File: config.mk
export PLATFORM = sky130hd
export DESIGN_NAME = nonpreemptive_priority_scheduler_core
export DESIGN_NICKNAME = d
export VERILOG_FILES = /design/src/rtl/core/nps_pkg.sv /design/src/rtl/core/nonpreemptive_priority_scheduler_core.sv
export SDC_FILE = /design/constraint.sdc
export NUM_CORES = 1
export LEC_CHECK = 0
export BUFFER_PORTS_ARGS = -buffer_cell sky130_fd_sc_hd__clkbuf_2
export CAP_MARGIN = 10
export CELL_PAD_IN_SITES_DETAIL_PLACEMENT = 0
export CELL_PAD_IN_SITES_GLOBAL_PLACEMENT = 1
export CORE_AREA = 2 2 235 329
export DETAILED_ROUTE_END_ITERATION = 7
export DIE_AREA = 0 0 237 331
export HOLD_SLACK_MARGIN = 0.02
export PLACE_DENSITY = 0.71
export RECOVER_POWER = 100
export SLEW_MARGIN = 20
export SYNTH_ARGS = -nofsm -noshare
export SYNTH_HDL_FRONTEND = slang
export SYNTH_SLANG_ARGS = --single-unit
export TNS_END_PERCENT = 20
File: constraint.sdc
create_clock -name clk_i -period 9.5 [get_ports clk_i]
set_input_delay 0.475 -clock clk_i [delete_from_list [all_inputs] [get_ports clk_i]]
set_output_delay 0.475 -clock clk_i [all_outputs]
set_load 0.02 [all_outputs]
File: src/rtl/core/nps_pkg.sv
// Shared types and field widths of the priority scheduler core.
`default_nettype none
package nps_pkg;

  localparam int unsigned ArrW   = 16;
  localparam int unsigned BurstW = 16;
  localparam int unsigned PrioW  = 8;
  localparam int unsigned EntryW = ArrW + BurstW + PrioW;
  localparam int unsigned PidxW  = 4;
  localparam int unsigned TimeW  = 21;
  localparam int unsigned IdleW  = 16;
  localparam int unsigned InDataW  = 40;
  localparam int unsigned OutDataW = 88;

  typedef enum logic [1:0] {
    ST_LOAD,
    ST_SCAN,
    ST_UPDATE,
    ST_OUT
  } state_e;

endpackage
`default_nettype wire

File: src/rtl/core/nonpreemptive_priority_scheduler_core.sv
// Non-preemptive priority scheduler: table load, iterative scan and result stream.
// Operation: table entries are taken one per cycle; after the last entry each decision
//   scans the table through one compare unit, then updates, then hands off the result.
//   A decision with nothing ready first costs an extra scan and update.
// Throughput: one table at a time; the input is not ready during scheduling.
// Reset: control state, finished flags and counters clear at once; no memory sweep.
`default_nettype none
module nonpreemptive_priority_scheduler_core #(
  parameter int unsigned MAX_PROCESSES = 16
) (
  input  wire logic                          clk_i,
  input  wire logic                          rst_ni,
  // arrival_time[15:0], burst_time[31:16], priority_level[39:32]
  input  wire logic [nps_pkg::InDataW-1:0]   s_axis_tdata_i,
  input  wire logic                          s_axis_tlast_i,   // last_process
  input  wire logic                          s_axis_tvalid_i,
  output logic                               s_axis_tready_o,
  // process_index[3:0], completion_time[24:4], turnaround_time[45:25],
  // waiting_time[66:46], idle_total[82:67], zero fill [87:83]
  output logic [nps_pkg::OutDataW-1:0]       m_axis_tdata_o,
  output logic                               m_axis_tlast_o,   // last_result
  output logic                               m_axis_tvalid_o,
  input  wire logic                          m_axis_tready_i
);

  localparam int unsigned IdxW  = (MAX_PROCESSES > 1) ? $clog2(MAX_PROCESSES) : 1;
  localparam int unsigned CntW  = $clog2(MAX_PROCESSES + 1);
  localparam int unsigned TickW = nps_pkg::ArrW + CntW;
  localparam int unsigned TW    = nps_pkg::TimeW;

  nps_pkg::state_e state_q, state_d;

  logic [nps_pkg::EntryW-1:0] mem_q [MAX_PROCESSES];
  logic [nps_pkg::EntryW-1:0] rd_q;

  logic [MAX_PROCESSES-1:0] fin_q, fin_d;
  logic [IdxW-1:0]  loaded_q, loaded_d;
  logic [CntW-1:0]  n_q, n_d;
  logic [CntW-1:0]  scan_q, scan_d;
  logic [CntW-1:0]  done_q, done_d;
  logic [TickW-1:0] tick_q, tick_d;
  logic [nps_pkg::IdleW-1:0] idle_q, idle_d;

  logic                      best_ok_q, best_ok_d;
  logic [IdxW-1:0]           best_idx_q, best_idx_d;
  logic [nps_pkg::PrioW-1:0] best_prio_q, best_prio_d;
  logic [nps_pkg::ArrW-1:0]  best_arr_q, best_arr_d;
  logic [nps_pkg::BurstW-1:0] best_burst_q, best_burst_d;
  logic                      min_ok_q, min_ok_d;
  logic [nps_pkg::ArrW-1:0]  min_arr_q, min_arr_d;

  logic [TickW-1:0] comp_q, comp_d, tat_q, tat_d, wt_q, wt_d;
  logic             last_q, last_d;

  logic s_acc, m_acc, start_tab, rd_en, ev_en, ev_fin, ev_rdy;
  logic [IdxW-1:0] slot, rd_idx, ev_idx;
  logic [nps_pkg::ArrW-1:0]   ev_arr;
  logic [nps_pkg::BurstW-1:0] ev_burst;
  logic [nps_pkg::PrioW-1:0]  ev_prio;
  logic [TickW-1:0] wt_new;
  logic [IdxW+nps_pkg::PidxW-1:0] pidx_ext;
  logic [TickW+TW-1:0] comp_ext, tat_ext, wt_ext;

  assign s_acc  = s_axis_tvalid_i && s_axis_tready_o;
  assign m_acc  = m_axis_tvalid_o && m_axis_tready_i;
  assign slot   = loaded_q;
  assign start_tab = s_acc && (s_axis_tlast_i || (CntW'(slot) == CntW'(MAX_PROCESSES - 1)));

  assign rd_en  = (state_q == nps_pkg::ST_SCAN) && (scan_q < n_q);
  assign rd_idx = scan_q[IdxW-1:0];
  assign ev_en  = (state_q == nps_pkg::ST_SCAN) && (scan_q != '0);
  assign ev_idx = IdxW'(scan_q - CntW'(1));

  assign ev_arr   = rd_q[nps_pkg::ArrW-1:0];
  assign ev_burst = rd_q[nps_pkg::ArrW +: nps_pkg::BurstW];
  assign ev_prio  = rd_q[nps_pkg::ArrW+nps_pkg::BurstW +: nps_pkg::PrioW];
  assign ev_fin   = fin_q[ev_idx];
  assign ev_rdy   = !ev_fin && (TickW'(ev_arr) <= tick_q);
  assign wt_new   = tick_q - TickW'(best_arr_q);

  // Table memory: one write port for loading, one registered read port for the scan.
  always_ff @(posedge clk_i) begin
    if (s_acc) begin
      mem_q[slot] <= s_axis_tdata_i[nps_pkg::EntryW-1:0];
    end
    if (rd_en) begin
      rd_q <= mem_q[rd_idx];
    end
  end

  // Next state.
  always_comb begin
    state_d = state_q;
    case (state_q)
      nps_pkg::ST_LOAD:   if (start_tab) state_d = nps_pkg::ST_SCAN;
      nps_pkg::ST_SCAN:   if (scan_q == n_q) state_d = nps_pkg::ST_UPDATE;
      nps_pkg::ST_UPDATE: state_d = best_ok_q ? nps_pkg::ST_OUT : nps_pkg::ST_SCAN;
      nps_pkg::ST_OUT: begin
        if (m_acc) state_d = last_q ? nps_pkg::ST_LOAD : nps_pkg::ST_SCAN;
      end
      default: state_d = nps_pkg::ST_LOAD;
    endcase
  end

  // Handshake outputs.
  always_comb begin
    s_axis_tready_o = 1'b0;
    m_axis_tvalid_o = 1'b0;
    case (state_q)
      nps_pkg::ST_LOAD: s_axis_tready_o = 1'b1;
      nps_pkg::ST_OUT:  m_axis_tvalid_o = 1'b1;
      default: begin
        s_axis_tready_o = 1'b0;
        m_axis_tvalid_o = 1'b0;
      end
    endcase
  end

  // Datapath: load bookkeeping, compare unit, tick/idle update and result formation.
  always_comb begin
    fin_d = fin_q;  loaded_d = loaded_q;  n_d = n_q;  scan_d = scan_q;
    done_d = done_q;  tick_d = tick_q;  idle_d = idle_q;
    best_ok_d = best_ok_q;  best_idx_d = best_idx_q;  best_prio_d = best_prio_q;
    best_arr_d = best_arr_q;  best_burst_d = best_burst_q;
    min_ok_d = min_ok_q;  min_arr_d = min_arr_q;
    comp_d = comp_q;  tat_d = tat_q;  wt_d = wt_q;  last_d = last_q;

    case (state_q)
      nps_pkg::ST_LOAD: begin
        if (s_acc) begin
          if (slot == '0) fin_d = '0;
          fin_d[slot] = 1'b0;
          loaded_d = slot + IdxW'(1);
          if (start_tab) begin
            n_d = CntW'(slot) + CntW'(1);
            loaded_d = '0;
            tick_d = '0;  idle_d = '0;  done_d = '0;
            scan_d = '0;  best_ok_d = 1'b0;  min_ok_d = 1'b0;
          end
        end
      end
      nps_pkg::ST_SCAN: begin
        if (scan_q != n_q) scan_d = scan_q + CntW'(1);
        if (ev_en) begin
          if (ev_rdy && (!best_ok_q || ev_prio > best_prio_q)) begin
            best_ok_d = 1'b1;  best_idx_d = ev_idx;  best_prio_d = ev_prio;
            best_arr_d = ev_arr;  best_burst_d = ev_burst;
          end
          if (!ev_fin && (!min_ok_q || ev_arr < min_arr_q)) begin
            min_ok_d = 1'b1;  min_arr_d = ev_arr;
          end
        end
      end
      nps_pkg::ST_UPDATE: begin
        if (best_ok_q) begin
          tick_d = tick_q + TickW'(best_burst_q);
          comp_d = tick_q + TickW'(best_burst_q);
          wt_d   = wt_new;
          tat_d  = wt_new + TickW'(best_burst_q);
          fin_d[best_idx_q] = 1'b1;
          done_d = done_q + CntW'(1);
          last_d = (done_q + CntW'(1)) == n_q;
        end else begin
          // Nothing ready: jump to the earliest pending arrival.
          idle_d = idle_q + nps_pkg::IdleW'(TickW'(min_arr_q) - tick_q);
          tick_d = TickW'(min_arr_q);
          scan_d = '0;  best_ok_d = 1'b0;  min_ok_d = 1'b0;
        end
      end
      nps_pkg::ST_OUT: begin
        if (m_acc && !last_q) begin
          scan_d = '0;  best_ok_d = 1'b0;  min_ok_d = 1'b0;
        end
      end
      default: ;
    endcase
  end

  always_ff @(posedge clk_i or negedge rst_ni) begin
    if (!rst_ni) begin
      state_q   <= nps_pkg::ST_LOAD;
      fin_q     <= '0;
      loaded_q  <= '0;
      n_q       <= '0;
      scan_q    <= '0;
      done_q    <= '0;
      tick_q    <= '0;
      idle_q    <= '0;
      best_ok_q <= 1'b0;
      min_ok_q  <= 1'b0;
      last_q    <= 1'b0;
    end else begin
      state_q   <= state_d;
      fin_q     <= fin_d;
      loaded_q  <= loaded_d;
      n_q       <= n_d;
      scan_q    <= scan_d;
      done_q    <= done_d;
      tick_q    <= tick_d;
      idle_q    <= idle_d;
      best_ok_q <= best_ok_d;
      min_ok_q  <= min_ok_d;
      last_q    <= last_d;
    end
  end

  always_ff @(posedge clk_i) begin
    best_idx_q   <= best_idx_d;
    best_prio_q  <= best_prio_d;
    best_arr_q   <= best_arr_d;
    best_burst_q <= best_burst_d;
    min_arr_q    <= min_arr_d;
    comp_q       <= comp_d;
    tat_q        <= tat_d;
    wt_q         <= wt_d;
  end

  assign pidx_ext = {{nps_pkg::PidxW{1'b0}}, best_idx_q};
  assign comp_ext = {{TW{1'b0}}, comp_q};
  assign tat_ext  = {{TW{1'b0}}, tat_q};
  assign wt_ext   = {{TW{1'b0}}, wt_q};

  assign m_axis_tdata_o = {5'b0,
                           (last_q ? idle_q : {nps_pkg::IdleW{1'b0}}),
                           wt_ext[TW-1:0],
                           tat_ext[TW-1:0],
                           comp_ext[TW-1:0],
                           pidx_ext[nps_pkg::PidxW-1:0]};
  assign m_axis_tlast_o = last_q;

  a_no_overlap: assert property (@(posedge clk_i) disable iff (!rst_ni)
    !(s_axis_tready_o && m_axis_tvalid_o))
    else $error("input ready while a result is pending");

  a_start_scan: assert property (@(posedge clk_i) disable iff (!rst_ni)
    (s_acc && s_axis_tlast_i) |=> (state_q == nps_pkg::ST_SCAN))
    else $error("last table entry did not start the scan");

  a_last_count: assert property (@(posedge clk_i) disable iff (!rst_ni)
    (m_axis_tvalid_o && last_q) |-> (done_q == n_q))
    else $error("last result before all processes completed");

  a_scan_range: assert property (@(posedge clk_i) disable iff (!rst_ni)
    (state_q == nps_pkg::ST_SCAN) |-> (scan_q <= n_q && done_q < n_q))
    else $error("scan counter out of range");

  a_out_found: assert property (@(posedge clk_i) disable iff (!rst_ni)
    m_axis_tvalid_o |-> best_ok_q)
    else $error("result without a selected process");

endmodule
`default_nettype wire
* Word level (Yosys, flattened, before mapping) *
Memories as Yosys holds them, arrays and structs flattened. A register that Yosys moved wholly into a read port is not among the register bits.
Cells that the tools add are included.

storage, ports and cells
  register bits = 200
  RAM bits = 640
  word-level logic and storage cells = 146
  memories = 1

memory list
  name   depth  width  rd ports  clocked after Yosys merged registers in  wr ports  line                                         text
  mem_q  16     40     1         1                                        1         nonpreemptive_priority_scheduler_core.sv:33  logic [nps_pkg::EntryW-1:0] mem_q [MAX_PROCESSES];

cells by class
  $add $sub $neg = 10
  $lt $le $gt $ge = 9
  equality and inequality tests = 18
  multiplexer cells = 51
  bitwise gates (word level) = 3
  reductions and logical operators = 35

operator list
  cell                 count
  $mux 16              9
  $pmux 16 s2          2
  $mux 21              3
  $add 21x16->21       2
  $pmux 21 s2          1
  $mux 5               6
  $le 16x21->1         1
  $sub 21x16->21       1
  $pmux 5 s4           1
  $reduce_and 3->1     6
  $mux 1               17
  $add 16x16->16       1
  $and 16x16->16       1
  $lt 16x16->1         1
  $not 16->16          1
  $or 16x16->16        1
  $sub 16x16->16       1
  $lt 4x5->1 const B   3
  $ne 2x2->1 const B   7
  $logic_and 1x1->1    11
  $add 5x1->5 const B  2
  $eq 5x5->1           2
  $pmux 5 s2           1
  $reduce_and 5->1     2
  other kinds (26)     43

* Longest topological paths before layout *
  word-level depth = 9
  mapped depth = 17
  gate-level depth less buffers = 17

* Least setup slack after synthesis *
Ideal clock, no wire load.

  path type = flip-flop to flip-flop
  from = register scan_q[0]
  to = register rd_q[0] (netlist name), read port of mem_q (enable)
  arrival time = 8.096 ns
  setup slack = 0.751 ns
  cell stages (with the launch flop) = 11
  path buffers = 3
  path through = dfrtp_1 buf_2 buf_1 buf_1 inv_1 ha_1 nor2b_1 o21a_1 o21ai_0 nand2b_1 a2111oi_0

between the ends
  word-level cells in the longest chain between the ends = 2

RTL lines
  element                 line                                          text
  start, declared         nonpreemptive_priority_scheduler_core.sv:39   logic [CntW-1:0] scan_q, scan_d;
  start signal, assigned  nonpreemptive_priority_scheduler_core.sv:197  scan_q <= scan_d;
  $lt 5x5->1              nonpreemptive_priority_scheduler_core.sv:69   assign rd_en = (state_q == nps_pkg::ST_SCAN) && (scan_q < n_q);
  $logic_and 1x1->1       nonpreemptive_priority_scheduler_core.sv:69
  named net rd_en         nonpreemptive_priority_scheduler_core.sv:55   logic s_acc, m_acc, start_tab, rd_en, ev_en, ev_fin, ev_rdy;
  end, declared           nonpreemptive_priority_scheduler_core.sv:34   logic [nps_pkg::EntryW-1:0] rd_q;

The timed path passes the listed nets, and every way through them passes these cells.
A chain may end at the register's enable or synchronous reset.

* Worst setup path in the final report *
  from = register state_q[1]
  to = register done_q[2]

between the ends
  word-level cells in the longest chain between the ends = 6
  elaborated cells on any way between the ends = 11
  classes of those cells = 4 x eq/ne; 2 x mux; 5 x reduce/logical

RTL lines
  element                            line                                                                                        text
  start, declared                    nonpreemptive_priority_scheduler_core.sv:31                                                 nps_pkg::state_e state_q, state_d;
  start signal, assigned             nonpreemptive_priority_scheduler_core.sv:181                                                state_q <= nps_pkg::ST_LOAD;
  start signal, assigned             nonpreemptive_priority_scheduler_core.sv:193                                                state_q <= state_d;
  $logic_not 2->1                    nonpreemptive_priority_scheduler_core.sv:109, nonpreemptive_priority_scheduler_core.sv:128
  $mux 1                             nonpreemptive_priority_scheduler_core.sv:109                                                case (state_q)
  $logic_and 1x1->1                  nonpreemptive_priority_scheduler_core.sv:64                                                 assign s_acc = s_axis_tvalid_i && s_axis_tready_o;
  $logic_and 1x1->1                  nonpreemptive_priority_scheduler_core.sv:67                                                 assign start_tab = s_acc && (s_axis_tlast_i || (CntW'(slot) == CntW'(MAX_PROCESSES - 1)));
  $ne 2x2->1 (no source line)        --
  $reduce_and 4->1 (no source line)  --
  end signal, assigned               nonpreemptive_priority_scheduler_core.sv:198                                                done_q <= done_d;
  end, declared                      nonpreemptive_priority_scheduler_core.sv:40                                                 logic [CntW-1:0] done_q, done_d;

Parallel ways exist; a longest one is shown, timed or not.

==> impl_metrics.py <==
metrics = {
    "route": {
        "num_vias": 19400,
        "wirelength_mm": 85.4,
        "drcViolationCount": 0,
        "drt_iter0_drc": 1481,
        "post_drt_wl_per_cell_um": 25.7,
        "ant_nets": 0,
        "post_drt_via_cell_ratio": 5.83,
        "drt_pass1_iterations": 5,
    },
    "die": {
        "start_util": 0.497,
        "core_mm2": 0.0752,
        "ioPinCount": 136,
        "dieWidth_um": 237,
        "die_area_mm2": 0.0784,
        "die_h_um": 331,
        "num_rows": 119,
    },
    "cts": {
        "cts_tree": "built",
        "clock_latency_ns": 0.64,
        "cts_buffer_depth": 3,
        "cts-resized-gates": 0,
        "cts_buffers": 82,
        "holdBufCountCts": 1,
        "clkTransAtPathRegs_ns": 0.06,
        "cts.htree.levels": 3,
        "clkSinkCount": 880,
        "postCtsSetupRepairBufs": 0,
        "cts_root_buf": "clkbuf_16",
    },
    "synth": {
        "yosys.area.top_type": "edfxtp_1",
        "synth_seq_cells": 880,
        "synth_area_mm2": 0.0374,
        "synthArstFlopShare": 0.0875,
        "synth_seq_area_share": 0.696,
        "synth_top_area_share": 0.645,
        "syn_inst": 2113,
        "avgSynthCellArea_um2": 17.7,
        "synthFlopType": "edfxtp_1",
        "synth_edf_count": 803,
        "post_synth_num_cell_types": 65,
        "ys_top_cells_by_area": "edfxtp_1 (64%), mux4_2 (12%), dfrtp_1 (5.2%), ha_1 (3.9%), inv_1 (1.3%)",
        "yosys_warnings": 0,
    },
    "setup_path": {
        "worstPathArrival_ns": 7.21,
        "critical_path_class": "reg2reg",
        "path_buf_inv": 2,
        "worstPathMaxFanout": 78,
        "worstPathCellList": "nor2b_1 > nand2_1 > clkinvlp_2 > clkbuf_1 > nor2_1 > o21ai_0 > o21ai_0",
        "critPathLaunchType": "flop",
        "crit_top_cell": "o21ai_0",
        "cp_slowest_cell": "clkbuf_1",
        "slowest_delay_ns": 3.10,
        "end_kind": "flop",
        "crit_family": "buffers and inverters",
        "required_ns": 10.01,
    },
    "sta": {
        "tns_ns": 0,
        "hold_violations": 0,
        "whs_ns": 0.108,
        "setup_viol": 0,
        "post-route-period-util": 0.705,
        "drv_slew": 904,
        "tightest_slew_ns": 4.40,
        "slew_headroom": -1.94,
        "rsz0062_at_grt": "false",
        "fmax_mhz": 149,
        "period_needed_ns": 6.70,
        "skew_ns": 0.0144,
    },
    "run": {
        "cap_violations": 31,
    },
    "placed_design": {
        "io_buffers": 130,
        "numPlacedInstances": 3171,
        "dp_hpwl_mm": 53.6,
        "post_dp_cell_area_mm2": 0.0394,
        "gp_congestion": 0.919,
    },
    "global_routing": {
        "grt_antenna_before_repair": 9,
        "grt_max_degree": 79,
        "grt_pass1_wl_mm": 127,
        "grt_overflow": 0,
        "track_usage": 0.222,
        "met1_usage": 0.264,
        "grtUsageMet2": 0.408,
        "use_met3": 0.0372,
        "top_usage_layer": "met2",
        "grt_pass1_vias": 20300,
    },
    "status": {
        "violations": "max-capacitance violations, max-slew violations",
        "status": "finished with violations",
    },
    "finish": {
        "final_cell_mix": "edfxtp_1 (803), mux4_2 (205), clkbuf_1 (154)",
        "stdcell_count": 3324,
        "postLayoutCoreUtil": 0.553,
        "layout_commonest_cell": "edfxtp_1",
        "areaGrowthSynthToFinish_pct": 11.2,
        "layout.nets": 2469,
        "fin_area_mm2": 0.0416,
        "drive_gt1_frac": 0.154,
        "diodes": 0,
    },
    "pwr": {
        "power_density_mw_per_mm2": 355,
        "power_leakage_nw": 14.3,
        "ir_worst_vdd_uv": 188,
    },
    "worst_hold_path": {
        "hold_class": "in2reg",
    },
}
==> kinds of logic after synthesis <==
family	Yosys count	share of synthesized area
mux	216	0.126
xor+xnor	82	0.0192
simple gates	314	0.0401
fa+ha+maj	136	0.0491
compound gates	278	0.0475
buf+inv	206	0.0212
flops	880	0.696
other cells	1	0.000100
==> cell type report <==
type	count	area, um2
Clock buffer	99	2140
Multi-Input combinational cell	1031	10600
Tap cell	968	1210
Sequential cell	880	26000
Inverter	129	487
Clock inverter	53	415
Timing Repair Buffer	164	672
Fill cell	5893	33600
==> worst reg2reg max path: stages (launching register included) <==
cell	delay [ns]
dfrtp_1	0.65
nor2b_1	0.95
nand2_1	0.55
clkinvlp_2	0.26
clkbuf_1	3.10
nor2_1	0.62
o21ai_0	0.33
o21ai_0	0.11
==> worst paths after layout <==
kind	startpoint	to	slack (ns)	cells past startpoint
hold reg to reg	rd_q[19]	best_burst_q[3]	0.42	0
setup / recovery	state_q[1]	done_q[2]	2.80	7
max in group asynchronous	rst_ni	scan_q[3]	4.31	3
setup reg to reg	state_q[1]	done_q[2]	2.80	7
hold / removal	s_axis_tlast_i	loaded_q[2]	0.11	2
min in group asynchronous	rst_ni	idle_q[4]	0.56	2
==> report_power, final <==
group	internal [mW]	leakage [nW]	switching, mW
combinational	2.62	4.83	3.35
clock	1.72	1.23	1.41
sequential	5.13	8.29	0.541
total	9.47	14.3	5.31
==> state kept, by name (all words and copies together) (netlist names) <==
name	flops
mem_q	640
rd_q	40
comp_q	21
tat_q	21
tick_q	21
wt_q	21
best_arr_q	16
best_burst_q	16
fin_q	16
idle_q	16
min_arr_q	16
best_prio_q	8
done_q	5
n_q	5
scan_q	5
best_idx_q	4
loaded_q	4
state_q	2
best_ok_q	1
m_axis_tlast_o	1
min_ok_q	1
==> layer usage <==
metal / wire length (um) / part of all wire
met3: 4210 / 0.049
met4: 2330 / 0.027
met5: 79 / 0.00093
met2: 45900 / 0.54
met1: 32800 / 0.38
==> cell usage after synthesis, types with 10 or more instances <==
master and count:
buf_1 18, o211ai_1 13, a21o_1 38, inv_1 128, nand4_1 10, nand2_1 120, dfrtp_1 77, nor3_1 20
o21bai_1 11, xnor2_1 54, a21oi_1 56, nor2_1 56, edfxtp_1 803, nand3_1 22, nand2b_1 19, ha_1 118
fa_1 18, nor2b_1 14, o21ai_0 81, clkbuf_1 53, xor2_1 28, mux4_2 205, and2_1 24
==> through the flow <==
stage / power (mW) / worst slack [ns]
6_report: 14.8 / 2.80
3_5_place_dp: 11.8 / 4.56
3_3_place_gp: 11.7 / 4.62
5_1_grt: 15.7 / 2.26
4_1_cts: 15.0 / 4.54
2_1_floorplan: 10.0 / 0.751
No activity file was read; power rests on OpenSTA's default activity.
